### src/gsr_pkg.sv
// ----------------------------------------------------------------------------
// gsr_pkg
// shared types, constants and response tables of the controller responder
// ----------------------------------------------------------------------------
`default_nettype none

package gsr_pkg;

  // response table geometry
  localparam int TableDepth = 32;
  localparam int Entries    = 6;
  localparam int TblCount   = 12;
  localparam int CountMax   = 63;

  // fixed reply bytes
  localparam logic [7:0] HeaderByte  = 8'hff;
  localparam logic [7:0] AckByte     = 8'h5a;
  localparam logic [7:0] ModeDigital = 8'h41;
  localparam logic [7:0] ModeEscape  = 8'hf3;
  localparam logic [7:0] ModeAnalog  = 8'h71;

  // host commands
  localparam logic [7:0] CmdCheck  = 8'h41;
  localparam logic [7:0] CmdEscape = 8'h43;
  localparam logic [7:0] CmdSetMod = 8'h44;
  localparam logic [7:0] CmdModel  = 8'h45;
  localparam logic [7:0] CmdQueryA = 8'h46;
  localparam logic [7:0] CmdQuery7 = 8'h47;
  localparam logic [7:0] CmdQueryB = 8'h4c;
  localparam logic [7:0] CmdMotor  = 8'h4d;

  // table select codes
  localparam logic [3:0] TblPoll  = 4'd0;
  localparam logic [3:0] TblCheck = 4'd1;
  localparam logic [3:0] TblEscA  = 4'd2;
  localparam logic [3:0] TblEscB  = 4'd3;
  localparam logic [3:0] Tbl44    = 4'd4;
  localparam logic [3:0] TblModel = 4'd5;
  localparam logic [3:0] Tbl46A   = 4'd6;
  localparam logic [3:0] Tbl46B   = 4'd7;
  localparam logic [3:0] Tbl47    = 4'd8;
  localparam logic [3:0] Tbl4CA   = 4'd9;
  localparam logic [3:0] Tbl4CB   = 4'd10;
  localparam logic [3:0] TblMotor = 4'd11;

  localparam logic [7:0] Tables [TblCount][Entries] = '{
    '{8'hbf, 8'hbf, 8'hf7, 8'hf7, 8'hf7, 8'hf7},
    '{8'h00, 8'h00, 8'h00, 8'h00, 8'h00, 8'h00},
    '{8'hff, 8'hff, 8'h00, 8'h00, 8'h00, 8'h00},
    '{8'hff, 8'hff, 8'h00, 8'h00, 8'h00, 8'h00},
    '{8'h00, 8'h00, 8'h00, 8'h00, 8'h00, 8'h00},
    '{8'h02, 8'h02, 8'h00, 8'h02, 8'h00, 8'h00},
    '{8'h00, 8'h00, 8'h00, 8'h02, 8'h00, 8'h0a},
    '{8'h00, 8'h00, 8'h00, 8'h00, 8'h00, 8'h14},
    '{8'h00, 8'h00, 8'h02, 8'h00, 8'h00, 8'h00},
    '{8'h00, 8'h00, 8'h00, 8'h04, 8'h00, 8'h00},
    '{8'h00, 8'h00, 8'h00, 8'h06, 8'h00, 8'h00},
    '{8'hff, 8'hff, 8'hff, 8'hff, 8'hff, 8'hff}
  };

  typedef struct packed {
    logic [7:0] rx_byte;
    logic       frame_end;
  } rx_item_t;

  typedef struct packed {
    logic [7:0] next_byte;
    logic       frame_done;
  } tx_item_t;

  typedef struct packed {
    logic [7:0] mode_id;
    logic       toggle_query_a;
    logic       toggle_query_b;
    logic [5:0] byte_count;
    logic [5:0] table_position;
    logic [3:0] table_select;
  } gsr_state_t;

  // table entry, zero for an unknown table or past the defined entries or the table depth
  function automatic logic [7:0] table_entry(input logic [3:0] sel, input logic [5:0] pos);
    logic [7:0] v;
    v = 8'h00;
    if ((sel < 4'(TblCount)) && (pos < 6'(Entries)) && ({1'b0, pos} < 7'(TableDepth))) begin
      v = Tables[sel][pos[2:0]];
    end
    return v;
  endfunction

endpackage

`default_nettype wire

### src/gsr_rx_if.sv
// ----------------------------------------------------------------------------
// gsr_rx_if
// valid/ready channel carrying one received byte and its frame-end flag
// ----------------------------------------------------------------------------
`default_nettype none

interface gsr_rx_if;
  logic             valid;
  logic             ready;
  gsr_pkg::rx_item_t data;

  modport source (output valid, output data, input ready);
  modport sink   (input valid, input data, output ready);
endinterface

`default_nettype wire

### src/gsr_tx_if.sv
// ----------------------------------------------------------------------------
// gsr_tx_if
// valid/ready channel carrying the byte to load for the next transfer
// ----------------------------------------------------------------------------
`default_nettype none

interface gsr_tx_if;
  logic             valid;
  logic             ready;
  gsr_pkg::tx_item_t data;

  modport source (output valid, output data, input ready);
  modport sink   (input valid, input data, output ready);
endinterface

`default_nettype wire

### src/gsr_step.sv
// ----------------------------------------------------------------------------
// gsr_step
// per-byte protocol step: command decode, table lookup and state update
// ----------------------------------------------------------------------------
`default_nettype none

module gsr_step (
  input  gsr_pkg::gsr_state_t state,
  input  gsr_pkg::rx_item_t   item,
  output gsr_pkg::gsr_state_t state_next,
  output gsr_pkg::tx_item_t   result
);
  import gsr_pkg::*;

  logic [5:0] count_inc;
  gsr_state_t picked;
  logic [7:0] reply;

  assign count_inc = (state.byte_count < 6'(CountMax)) ? state.byte_count + 6'd1
                                                       : state.byte_count;

  // table choice on the command byte
  always_comb begin
    picked            = state;
    picked.byte_count = count_inc;
    if (count_inc == 6'd2) begin
      case (item.rx_byte)
        CmdCheck:  picked.table_select = TblCheck;
        CmdEscape: begin
          if (state.mode_id == ModeDigital) begin
            picked.mode_id      = ModeEscape;
            picked.table_select = TblEscB;
          end else begin
            picked.mode_id      = ModeDigital;
            picked.table_select = TblEscA;
          end
        end
        CmdSetMod: begin
          picked.mode_id      = ModeAnalog;
          picked.table_select = Tbl44;
        end
        CmdModel:  picked.table_select = TblModel;
        CmdQueryA: begin
          picked.table_select   = state.toggle_query_a ? Tbl46B : Tbl46A;
          picked.toggle_query_a = ~state.toggle_query_a;
        end
        CmdQuery7: picked.table_select = Tbl47;
        CmdQueryB: begin
          picked.table_select   = state.toggle_query_b ? Tbl4CB : Tbl4CA;
          picked.toggle_query_b = ~state.toggle_query_b;
        end
        CmdMotor:  picked.table_select = TblMotor;
        default:   picked.table_select = TblPoll;
      endcase
    end
  end

  always_comb begin
    state_next = picked;
    if (count_inc == 6'd1) begin
      reply = state.mode_id;
    end else if (count_inc == 6'd2) begin
      reply = AckByte;
    end else begin
      reply = table_entry(picked.table_select, picked.table_position);
      if (picked.table_position < 6'(CountMax)) begin
        state_next.table_position = picked.table_position + 6'd1;
      end
    end
    // frame end rewinds the counters and preloads the header
    if (item.frame_end) begin
      state_next.byte_count     = '0;
      state_next.table_position = '0;
      reply                     = HeaderByte;
    end
    result.next_byte  = reply;
    result.frame_done = item.frame_end;
  end

endmodule

`default_nettype wire

### src/gamepad_spi_slave_responder.sv
// ----------------------------------------------------------------------------
// gamepad_spi_slave_responder
// slave-side game-controller reply generator, one item per byte transfer
// ----------------------------------------------------------------------------
// usage
//   rx carries each byte received from the host and a flag that marks the
//   byte after which select went high. tx returns, for every rx item, the
//   byte to load into the shift register for the next transfer and a flag
//   that the frame was closed (then the byte is always the 0xff header).
//   a frame answers with the mode id, 0x5a, then entries of the response
//   table picked by the frame's second byte; the table stays selected
//   across frames until another command arrives.
// timing
//   two register stages: an input register and a result register, with the
//   decode, table lookup and state update between them. tx.valid rises once
//   an item has moved from the input register into the result register,
//   where it waits to be taken; one item per cycle is sustained while tx is ready.
// reset
//   synchronous rst empties both stages and returns the mode id to the
//   digital id, the toggles and counters to zero and the poll table.
// stalls
//   while tx is held off the result waits in its register; rx stays ready
//   until the input register is also occupied.
// ----------------------------------------------------------------------------
`default_nettype none

module gamepad_spi_slave_responder (
  input  wire        clk,
  input  wire        rst,
  gsr_rx_if.sink     rx,
  gsr_tx_if.source   tx
);
  import gsr_pkg::*;

  // input stage
  logic     in_valid;
  rx_item_t in_item;

  // protocol state
  gsr_state_t state;
  gsr_state_t state_next;
  tx_item_t   result;

  // result stage
  logic     out_valid;
  tx_item_t out_item;

  logic advance;

  // the input item moves on when the result register is free or draining
  assign advance  = in_valid && (!out_valid || tx.ready);
  assign rx.ready = !in_valid || advance;

  assign tx.valid = out_valid;
  assign tx.data  = out_item;

  always_ff @(posedge clk) begin
    if (rst) begin
      in_valid <= 1'b0;
    end else if (rx.ready) begin
      in_valid <= rx.valid;
    end
  end

  always_ff @(posedge clk) begin
    if (rx.valid && rx.ready) begin
      in_item <= rx.data;
    end
  end

  gsr_step u_step (
    .state      (state),
    .item       (in_item),
    .state_next (state_next),
    .result     (result)
  );

  // state only moves when an item is committed to the result register
  always_ff @(posedge clk) begin
    if (rst) begin
      state.mode_id        <= ModeDigital;
      state.toggle_query_a <= 1'b0;
      state.toggle_query_b <= 1'b0;
      state.byte_count     <= '0;
      state.table_position <= '0;
      state.table_select   <= TblPoll;
    end else if (advance) begin
      state <= state_next;
    end
  end

  always_ff @(posedge clk) begin
    if (rst) begin
      out_valid <= 1'b0;
    end else if (advance) begin
      out_valid <= 1'b1;
    end else if (tx.ready) begin
      out_valid <= 1'b0;
    end
  end

  always_ff @(posedge clk) begin
    if (advance) begin
      out_item <= result;
    end
  end

  // a closed frame always preloads the header
  assert property (@(posedge clk) disable iff (rst)
    out_valid && out_item.frame_done |-> out_item.next_byte == HeaderByte)
    else $error("frame close without header byte");

  // the table position never runs ahead of the byte count
  assert property (@(posedge clk) disable iff (rst)
    state.table_position <= state.byte_count)
    else $error("table position ahead of byte count");

  // only the three known mode ids can be reached
  assert property (@(posedge clk) disable iff (rst)
    state.mode_id == ModeDigital || state.mode_id == ModeEscape ||
    state.mode_id == ModeAnalog)
    else $error("mode id left its known values");

  // with both stages full and tx stalled, no new item may enter
  assert property (@(posedge clk) disable iff (rst)
    in_valid && out_valid && !tx.ready |-> !rx.ready)
    else $error("input taken while pipeline is full");

endmodule

`default_nettype wire
### src/flat_wrapper.sv
// flat-port wrapper written by rule: the top's interface ports become plain ports
module gamepad_spi_slave_responder_flat import gsr_pkg::*;
  (clk, rst, rx_valid, rx_data, rx_ready, tx_valid, tx_data, tx_ready);
  gsr_rx_if rx_i ();
  gsr_tx_if tx_i ();
  input  wire clk;
  input  wire rst;
  input wire logic [$bits(rx_i.valid)-1:0] rx_valid;
  input wire logic [$bits(rx_i.data)-1:0] rx_data;
  output wire logic [$bits(rx_i.ready)-1:0] rx_ready;
  output wire logic [$bits(tx_i.valid)-1:0] tx_valid;
  output wire logic [$bits(tx_i.data)-1:0] tx_data;
  input wire logic [$bits(tx_i.ready)-1:0] tx_ready;
  assign rx_i.valid = rx_valid;
  assign rx_i.data = rx_data;
  assign rx_ready = rx_i.ready;
  assign tx_valid = tx_i.valid;
  assign tx_data = tx_i.data;
  assign tx_i.ready = tx_ready;
  gamepad_spi_slave_responder u_core (.clk(clk), .rst(rst), .rx(rx_i), .tx(tx_i));
endmodule
### config.mk
export PLATFORM = sky130hd
export DESIGN_NAME = gamepad_spi_slave_responder_flat
export DESIGN_NICKNAME = d
export VERILOG_FILES = /design/src/gsr_pkg.sv /design/src/gsr_rx_if.sv /design/src/gsr_tx_if.sv /design/src/gsr_step.sv /design/src/gamepad_spi_slave_responder.sv /design/src/flat_wrapper.sv
export SDC_FILE = /design/constraint.sdc
export NUM_CORES = 1
export LEC_CHECK = 0
export BUFFER_PORTS_ARGS = -buffer_cell sky130_fd_sc_hd__clkbuf_2
export CAP_MARGIN = 20
export CORE_ASPECT_RATIO = 0.5
export CORE_MARGIN = 5
export CORE_UTILIZATION = 40
export CTS_CLUSTER_SIZE = 30
export DETAILED_ROUTE_END_ITERATION = 10
export SLEW_MARGIN = 20
export SYNTH_ARGS = -nofsm -noshare
export SYNTH_HDL_FRONTEND = slang
export SYNTH_HIERARCHICAL = 1
export SYNTH_SLANG_ARGS = --single-unit
### constraint.sdc
create_clock -name clk -period 3 [get_ports clk]
set_input_delay 0.3 -clock clk [delete_from_list [all_inputs] [get_ports clk]]
set_output_delay 0.3 -clock clk [all_outputs]
set_load 0.01 [all_outputs]
==> results of run 1 <==
-- registers in the layout, indices dropped and copies added, names as in the netlist --
register         cells
u_core/in_item       9
u_core/in_valid      1
u_core/state        26
u_core/tx.data       9
u_core/tx.valid      1
-- per-stage QoR --
| stage | instances | instance area [um^2] | TNS, ps | hold slack [ps] | util (%) |
|---|---|---|---|---|---|
| after detailed placement | 502 | 3700 | -1320 | 479 | 49.2 |
| after global placement | 502 | 3700 | -891 | 468 | 49.2 |
| after floorplan | 349 | 3250 | -461 | 399 | - |
| final | 513 | 4000 | -309 | 181 | 53.2 |
| after CTS | 512 | 3940 | -714 | 174 | 52.4 |
| after global routing | 513 | 4000 | -1500 | 170 | 53.2 |
-- power by group through the flow --
stage	Combinational, mW	Clock (mW)	Sequential (mW)
2_1_floorplan	0.101	0	0.691
3_3_place_gp	0.147	0	0.689
3_5_place_dp	0.150	0	0.690
4_1_cts	0.152	0.655	0.676
5_1_grt	0.167	0.683	0.678
6_report	0.156	0.637	0.676
-- kinds of logic (layout without fill, tap and decap cells) --
| group | Yosys count | after routing | synth area share [%] |
|---|---|---|---|
| xor+xnor | 5 | 5 | 1.38 |
| fa+ha+maj | 13 | 13 | 5.14 |
| buf+inv | 38 | 94 | 6.05 |
| simple gates | 145 | 145 | 25.6 |
| compound gates | 68 | 68 | 15.9 |
| mux | 34 | 34 | 11.2 |
| flops | 46 | 46 | 34.8 |
-- cell usage after synthesis, drive strengths merged, types with 10 or more instances --
library cell,number,area share [%]
a21oi,21,3.4
buf,10,2.6
clkbuf,10,1.2
dfxtp,28,18
edfxtp,18,17
ha,13,5.1
inv,18,2.2
mux2i,32,11
nand2,24,3.0
nand2b,49,9.7
nor2,29,3.8
o21ai,11,1.9
-- layer usage --
metal  part of all wire (%)  up-vias  GRT usage, %
met2                     45       94          26.5
li1                       -     1346             -
met3                    6.0       14          3.65
met4                    1.3        0          4.92
met5                      0        -             0
met1                     48     1272          21.4
-- worst min-delay path by stage --
stage                          startpoint                end  slack (ps)  cells after the start
after global placement    u_core/state[1]    u_core/state[1]         470                      2
after CTS                      rx_data[1]  u_core/in_item[1]         170                      1
after detailed placement       rx_data[1]  u_core/in_item[1]         480                      1
after floorplan                rx_data[0]  u_core/in_item[0]         400                      0
after global routing           rx_data[4]  u_core/in_item[4]         170                      1
final                          rx_data[1]  u_core/in_item[1]         180                      1
-- cell type report --
type / instances / share of cell area, %
clock inverters: 3 / 1.09
multi-input cells: 265 / 51.8
inverters: 18 / 1.75
flip-flops and latches: 46 / 27.5
repair buffers: 68 / 11.3
clock buffers: 5 / 3.13
well taps: 108 / 3.38
-- critical path: cells and delay by family, from the launching register on --
kind	cells	cell delay [ps]
buffers and inverters	2	240
DFF	1	380
AOI/OAI and AO/OA	7	960
adders and majority gates	2	400
and+or+nand+nor	3	800
muxes	1	80
-- repair_timing --
| item | CTS | global route |
|---|---|---|
| setup buffers | 2 | 1 |
| cloned | 0 | 0 |
| pin swaps | 4 | 11 |
| hold endpoints to repair | 0 | 0 |
| resized for setup | 12 | 13 |
| endpoints found under the setup margin | 8 | 8 |
==> flow_summary.ini, run 1 <==
[sta]
maxSlewHeadroom_pct = 45.9
worst_pin_slew_ps = 812
timing.final.crit_share_pct = 104
layout_min_cycle_time_ps = 3110
fin_skew_ps = 2.47
setup_viol = 6
setup_ws_ps = -114
rsz0062_at_grt = yes
hold_violations = 0
clock.fmax_mhz = 321
final_max_slew_viol_count = 0

[clocking]
cts_hold_buf = 0
insertion_delay_ps = 290
path_clk_slew_ps = 60
htreeDepth = 2
cts_buffer_depth = 2
cts_buffers = 5
cts_num_sinks = 46
cts_root_buf = clkbuf_16
cts_tree = yes

[placement]
gp_congestion = 0.914
place_worst_setup_slack_ps = -212
io_buffers = 23
dp_hpwl_um = 5490

[power]
p_leak_nw = 1.51
powerDensity_nw_per_um2 = 367
fin_total_pwr_mw = 1.47
pwr-share-comb_pct = 10.6
max-vdd-ir-drop_mv = 0.235
netSwitchingFraction_pct = 22.9
p_sw_mw = 0.337
internal-power_mw = 1.13
seqPwrFrac_pct = 46.0
clkPwrFrac_pct = 43.4

[min_path]
min_path_type = in2reg

[route]
vias = 2726
wl_per_cell_um = 15.0
dr.pass1.iters = 4
drt_iter0_markers = 157
antenna_left = 0
via_per_inst = 5.31
routed_wl_um = 7680
drc = 0

[critical_path]
crit_path_end = u_core/tx.data[5]
worstRegToRegCells = 15
crit_type = reg2reg
r2r_slack_ps = -110
crit_path_max_incr_delay_ps = 590
timing.rr.end = u_core/tx.data[5]
cp_slowest_cell = or4b_4
regToRegStartpoint = u_core/in_item[6]
worst_setup_path_end_kind = flop
startpoint_type = flop
crit_path_max_fanout = 3
critical_path_required_ps = 3040
crit_start = u_core/in_item[6]
crit_chain = or4b_4, nor3_4, ha_2, a21oi_2, o21ai_2, a21oi_2, o21ai_2, inv_2, ha_4, nand2_2, mux2i_2, a221oi_2, buf_4, a221oi_2, o32a_1
critPathArrivalTime_ps = 3150

[final_layout]
final_common_cell = nand2b_1
syn_to_final_growth_pct = 26.4
area.sequential_um2 = 1100
diodes = 0
final_nets = 430
multi_input_area_um2 = 2070
drive_gt1_share_pct = 33.6
num-fill-cells = 653
final_cell_mix = 49 x nand2b_1, 45 x buf_4, 28 x mux2i_1, 28 x dfxtp_1, 26 x nor2_1

[global_routing]
first_global_vias = 2606
grt_max_degree = 55
grt_pass1_wl_um = 12700
grt.total_usage_pct = 16.1
grt.overflow.total = 0
antenna_found_initial = 0

[outcome]
violations = negative setup slack
status = complete, but fails checks

[floorplanning]
die_h_um = 72.9
initial_core_util_pct = 42.1
fp.dieArea_um2 = 9900
core-area_um2 = 7510
io_pins = 24
dieWidth_um = 136
rows = 22

[yosys]
syn-num-nets = 375
synth_area_um2 = 3170
ys.flop_type = dfxtp_1
postSynthAreaPerCell_um2 = 9.07
ys_ff_latch = 46
syn_inst = 349
synth_edf_count = 18
synth_warnings = 6
seq_area_frac_synth_pct = 34.8
netlist-cell-type-count = 66
synthArstFlopShare_pct = 0

[job]
drv_cap = 0
Note: power is estimated with default switching activity, not from simulation.
==> run 2: changes to the inputs <==
MAX_ROUTING_LAYER = met4   (was default)
==> flow_summary.ini, run 2 (synthesis gave the netlist of run 1 again) <==
[final_layout]
syn_to_final_growth_pct = 24.7
num-fill-cells = 690
final_common_cell = nand2b_1
fin_area_um2 = 3950
final_cell_mix = 49 x nand2b_1, 46 x buf_4, 28 x mux2i_1, 28 x dfxtp_1, 27 x nor2_1
final_nets = 431
largest_register_ffs = 26
top_register = u_core/state
diodes = 0
drive_gt1_share_pct = 31.8

[sta]
maxSlewHeadroom_pct = 44.5
rsz0062_at_grt = yes
final_max_slew_viol_count = 0
worst_pin_slew_ps = 833
clock.fmax_mhz = 314
hold_violations = 0
fin_skew_ps = 7.91
timing.final.crit_share_pct = 106
setup_viol = 7
tns_ps = -891
setup_ws_ps = -183
hold-worst-slack_ps = 177
layout_min_cycle_time_ps = 3180

[clocking]
cts_tree = yes
cts_hold_buf = 0
path_clk_slew_ps = 70
htreeDepth = 2
cts_num_sinks = 46
cts_buffer_depth = 2
insertion_delay_ps = 300
cts_root_buf = clkbuf_16
cts_buffers = 5

[placement]
place_worst_setup_slack_ps = -245
io_buffers = 23
gp_congestion = 0.937
dp_hpwl_um = 5530
placed_area_um2 = 3700

[critical_path]
crit_path_max_incr_delay_ps = 590
critPathArrivalTime_ps = 3230
crit_type = reg2reg
crit_chain = or4b_4, nor2_4, and3_4, ha_4, a2111oi_2, a211oi_2, mux2i_4, ha_4, nand2_2, mux2i_2, a221oi_2, buf_4, a221oi_2, o32a_1
worstPathBufferInverterCount = 1
critical_path_required_ps = 3050
cp_slowest_cell = or4b_4
worst_setup_path_end_kind = flop
startpoint_type = flop
crit_path_max_fanout = 3
path_delay_family = simple AND/OR/NAND/NOR gates

[floorplanning]
die_h_um = 72.9
dieWidth_um = 136
io_pins = 24
initial_core_util_pct = 42.1
core-area_um2 = 7510
fp.dieArea_um2 = 9900
rows = 22

[global_routing]
grt.total_usage_pct = 16.6
grt_max_degree = 55
antenna_found_initial = 0
grt.overflow.total = 0
grtUsageMet1_pct = 21.3
grtUsageMet2_pct = 26.5
first_global_vias = 2633
gr-max-usage-layer = met2
grt_pass1_wl_um = 12600
met3_usage_pct = 3.51

[power]
fin_total_pwr_mw = 1.38
p_leak_nw = 1.50
powerDensity_nw_per_um2 = 351
max-vdd-ir-drop_mv = 0.187

[route]
drc = 0
wl_per_cell_um = 14.8
routed_wl_um = 7600
via_per_inst = 5.18
dr.pass1.iters = 4
drt_iter0_markers = 108
vias = 2662
antenna_left = 0

[min_path]
min_path_type = in2reg

[outcome]
status = complete, but fails checks
violations = negative setup slack

[job]
drv_cap = 0
run 2: cell count changes in the layout (fill, tap and decap cells not counted), sizes merged:
cell / previous run / this run
buf: 45 / 46
bufinv: 1 / 0
clkinv: 1 / 2
run 2: through the flow:
stage / util, % / std cells
2_1_floorplan: - / 349
3_3_place_gp: 49.2 / 502
3_5_place_dp: 49.2 / 502
4_1_cts: 52.0 / 513
5_1_grt: 52.5 / 514
6_report: 52.5 / 514
run 2: final timing paths:
check / end / start / slack (ps) / depth (start not counted)
worst max-delay path: u_core/tx.data[5] / u_core/in_item[6] / -180 / 14
worst min-delay path: u_core/in_item[2] / rx_data[2] / 180 / 1
worst max register to register: u_core/tx.data[5] / u_core/in_item[6] / -180 / 14
worst min register to register: u_core/state[1] / u_core/state[1] / 490 / 2
run 2: area by class of cell:
cell class | instances | area [um^2] | area share, %
well taps | 108 | 135 | 3.42
flip-flops and latches | 46 | 1100 | 27.9
multi-input cells | 265 | 2040 | 51.6
clock inverters | 3 | 18.8 | 0.475
inverters | 18 | 70.1 | 1.77
clock buffers | 5 | 125 | 3.17
repair buffers | 69 | 460 | 11.7
run 2: worst reg2reg max path, delay by kind of cell (launching register included):
family | cells | cell delay [ps]
DFF | 1 | 380
muxes | 2 | 220
adders and majority gates | 2 | 320
buffers and inverters | 1 | 170
and+or+nand+nor | 4 | 970
AOI/OAI and AO/OA | 5 | 860
run 2: routing by layer:
| metal | wire length, um | share of wire, % |
|---|---|---|
| met3 | 367 | 4.8 |
| met2 | 3470 | 46 |
| met1 | 3650 | 48 |
| met5 | 0 | 0 |
| met4 | 111 | 1.5 |
run 2: where the power goes:
group	switching [mW]	total [mW]	internal, mW	leakage [nW]
combinational	0.0822	0.152	0.0695	1.04
clock	0.248	0.557	0.309	0.0740
sequential	0.00911	0.676	0.667	0.393
run 2: timing repair:
| action | in CTS | in global routing |
|---|---|---|
| setup endpoints to repair | 8 | 8 |
| pin swaps | 2 | 6 |
| setup buffers | 3 | 1 |
| gates resized for setup | 8 | 8 |
| hold endpoints to repair | 0 | 0 |
==> run 3: changes to the inputs <==
CORE_UTILIZATION = 25   (was 40)
SETUP_SLACK_MARGIN = 0.3   (was default)
==> flow_summary.ini, run 3 (synthesis gave the netlist of run 1 again) <==
[critical_path]
startpoint_type = flop
worst_setup_path_end_kind = flop
crit_path_max_fanout = 4
crit_type = reg2reg
regToRegStartpoint = u_core/in_item[5]
timing.rr.end = u_core/tx.data[1]
critical_path_required_ps = 3050
crit_start = u_core/in_item[5]
r2r_slack_ps = -200
worstRegToRegCells = 14
critPathArrivalTime_ps = 3250

[floorplanning]
io_pins = 24
rows = 29
core-area_um2 = 12500
dieWidth_um = 169
die_h_um = 89.6
initial_core_util_pct = 25.3
fp.dieArea_um2 = 15100

[min_path]
hp-start = rx_data[7]
min_to = u_core/in_item[7]
min_path_type = in2reg
min_path_cells = 1

[clocking]
cts_hold_buf = 0
cts_tree = yes
path_clk_slew_ps = 70
cts_root_buf = clkbuf_16
cts_buffer_depth = 2
cts_buffers = 5
insertion_delay_ps = 290
htreeDepth = 2
cts_num_sinks = 46

[route]
antenna_left = 0
vias = 2691
via_per_inst = 4.58
drt_iter0_markers = 185
wl_per_cell_um = 14.1
routed_wl_um = 8280
dr.pass1.iters = 4
drc = 0

[placement]
place_worst_setup_slack_ps = -312
gp_congestion = 0.892
io_buffers = 23
dp_hpwl_um = 5730

[final_layout]
multi_input_area_um2 = 2130
final_cell_mix = 52 x buf_4, 49 x nand2b_1, 29 x mux2i_1
num-fill-cells = 1264
diodes = 0
area.sequential_um2 = 1100
drive_gt1_share_pct = 35.5
largest_register_ffs = 26
final_nets = 442
syn_to_final_growth_pct = 33.5
top_register = u_core/state
final_common_cell = buf_4

[sta]
setup_ws_ps = -202
clock.fmax_mhz = 312
rsz0062_at_grt = yes
layout_min_cycle_time_ps = 3200
tns_ps = -1060
maxSlewHeadroom_pct = 37.8
fin_skew_ps = 6.35
setup_viol = 8
final_max_slew_viol_count = 0
timing.final.crit_share_pct = 107
hold-worst-slack_ps = 177
worst_pin_slew_ps = 934
hold_violations = 0

[outcome]
status = complete, but fails checks
violations = negative setup slack

[power]
internal-power_mw = 1.05
pwr-share-comb_pct = 11.4
powerDensity_nw_per_um2 = 336
p_sw_mw = 0.367
max-vdd-ir-drop_mv = 0.221
seqPwrFrac_pct = 47.6
fin_total_pwr_mw = 1.42
p_leak_nw = 1.56
netSwitchingFraction_pct = 25.8
clkPwrFrac_pct = 41.0

[global_routing]
antenna_found_initial = 0
grt_pass1_wl_um = 13600
grt.overflow.total = 0
first_global_vias = 2658
grt_max_degree = 55
grt.total_usage_pct = 11.6

[job]
drv_cap = 0
-- run 3: layout make-up --
cell class                 instances  share of cell area, %
sequential                        46                   26.1
tap                              170                   5.03
timing repair buffer              80                   13.3
inverter                          18                   1.66
clock buffer                       5                   2.96
multi-input combinational        265                   50.4
clock inverter                     3                  0.592
-- run 3: how the worst max path moves through the flow --
stage	end	slack, ps
floorplan	u_core/tx.data[1]	-120
global placement	u_core/tx.data[2]	-270
detailed placement	u_core/tx.data[6]	-310
CTS	u_core/tx.data[1]	-220
global route	u_core/tx.data[1]	-370
finish	u_core/tx.data[1]	-200
-- run 3: timing repair --
item / 4_1_cts / 5_1_grt
pin swaps: 18 / 10
resized for setup: 23 / 13
setup endpoints to repair: 8 / 8
buffers inserted: 4 / 3
-- run 3: worst max-delay path, cell delays in order (launching register included) --
cell	delay [ps]
edfxtp_1	390
or4b_4	610
nor3_4	160
ha_2	220
a21oi_2	40
o21ai_2	120
a21oi_2	80
o21ai_2	180
inv_2	90
ha_4	190
nand2_4	60
mux2i_4	80
a221oi_4	330
a211oi_2	110
a211o_1	290
-- run 3: through the flow --
| step | util (%) | cells | instance area (um^2) |
|---|---|---|---|
| after detailed placement | 30.8 | 572 | 3850 |
| final | 33.8 | 587 | 4230 |
| after global routing | 33.8 | 587 | 4230 |
| after CTS | 33.2 | 584 | 4160 |
| after floorplan | - | 349 | 3270 |
| after global placement | 30.8 | 572 | 3850 |
-- run 3: power groups by stage --
stage	clock (mW)	combinational [mW]	sequential (mW)
2_1_floorplan	0	0.101	0.691
3_3_place_gp	0	0.151	0.691
3_5_place_dp	0	0.153	0.691
4_1_cts	0.604	0.159	0.677
5_1_grt	0.633	0.176	0.679
6_report	0.583	0.162	0.677
-- run 3: per-layer routing --
metal	GRT usage, %	share of wire [%]	vias to the layer above
li1	-	-	1370
met1	15.6	49	1268
met2	18.2	45	44
met3	1.79	4.9	9
met4	3.65	1.4	0
met5	-	0	-
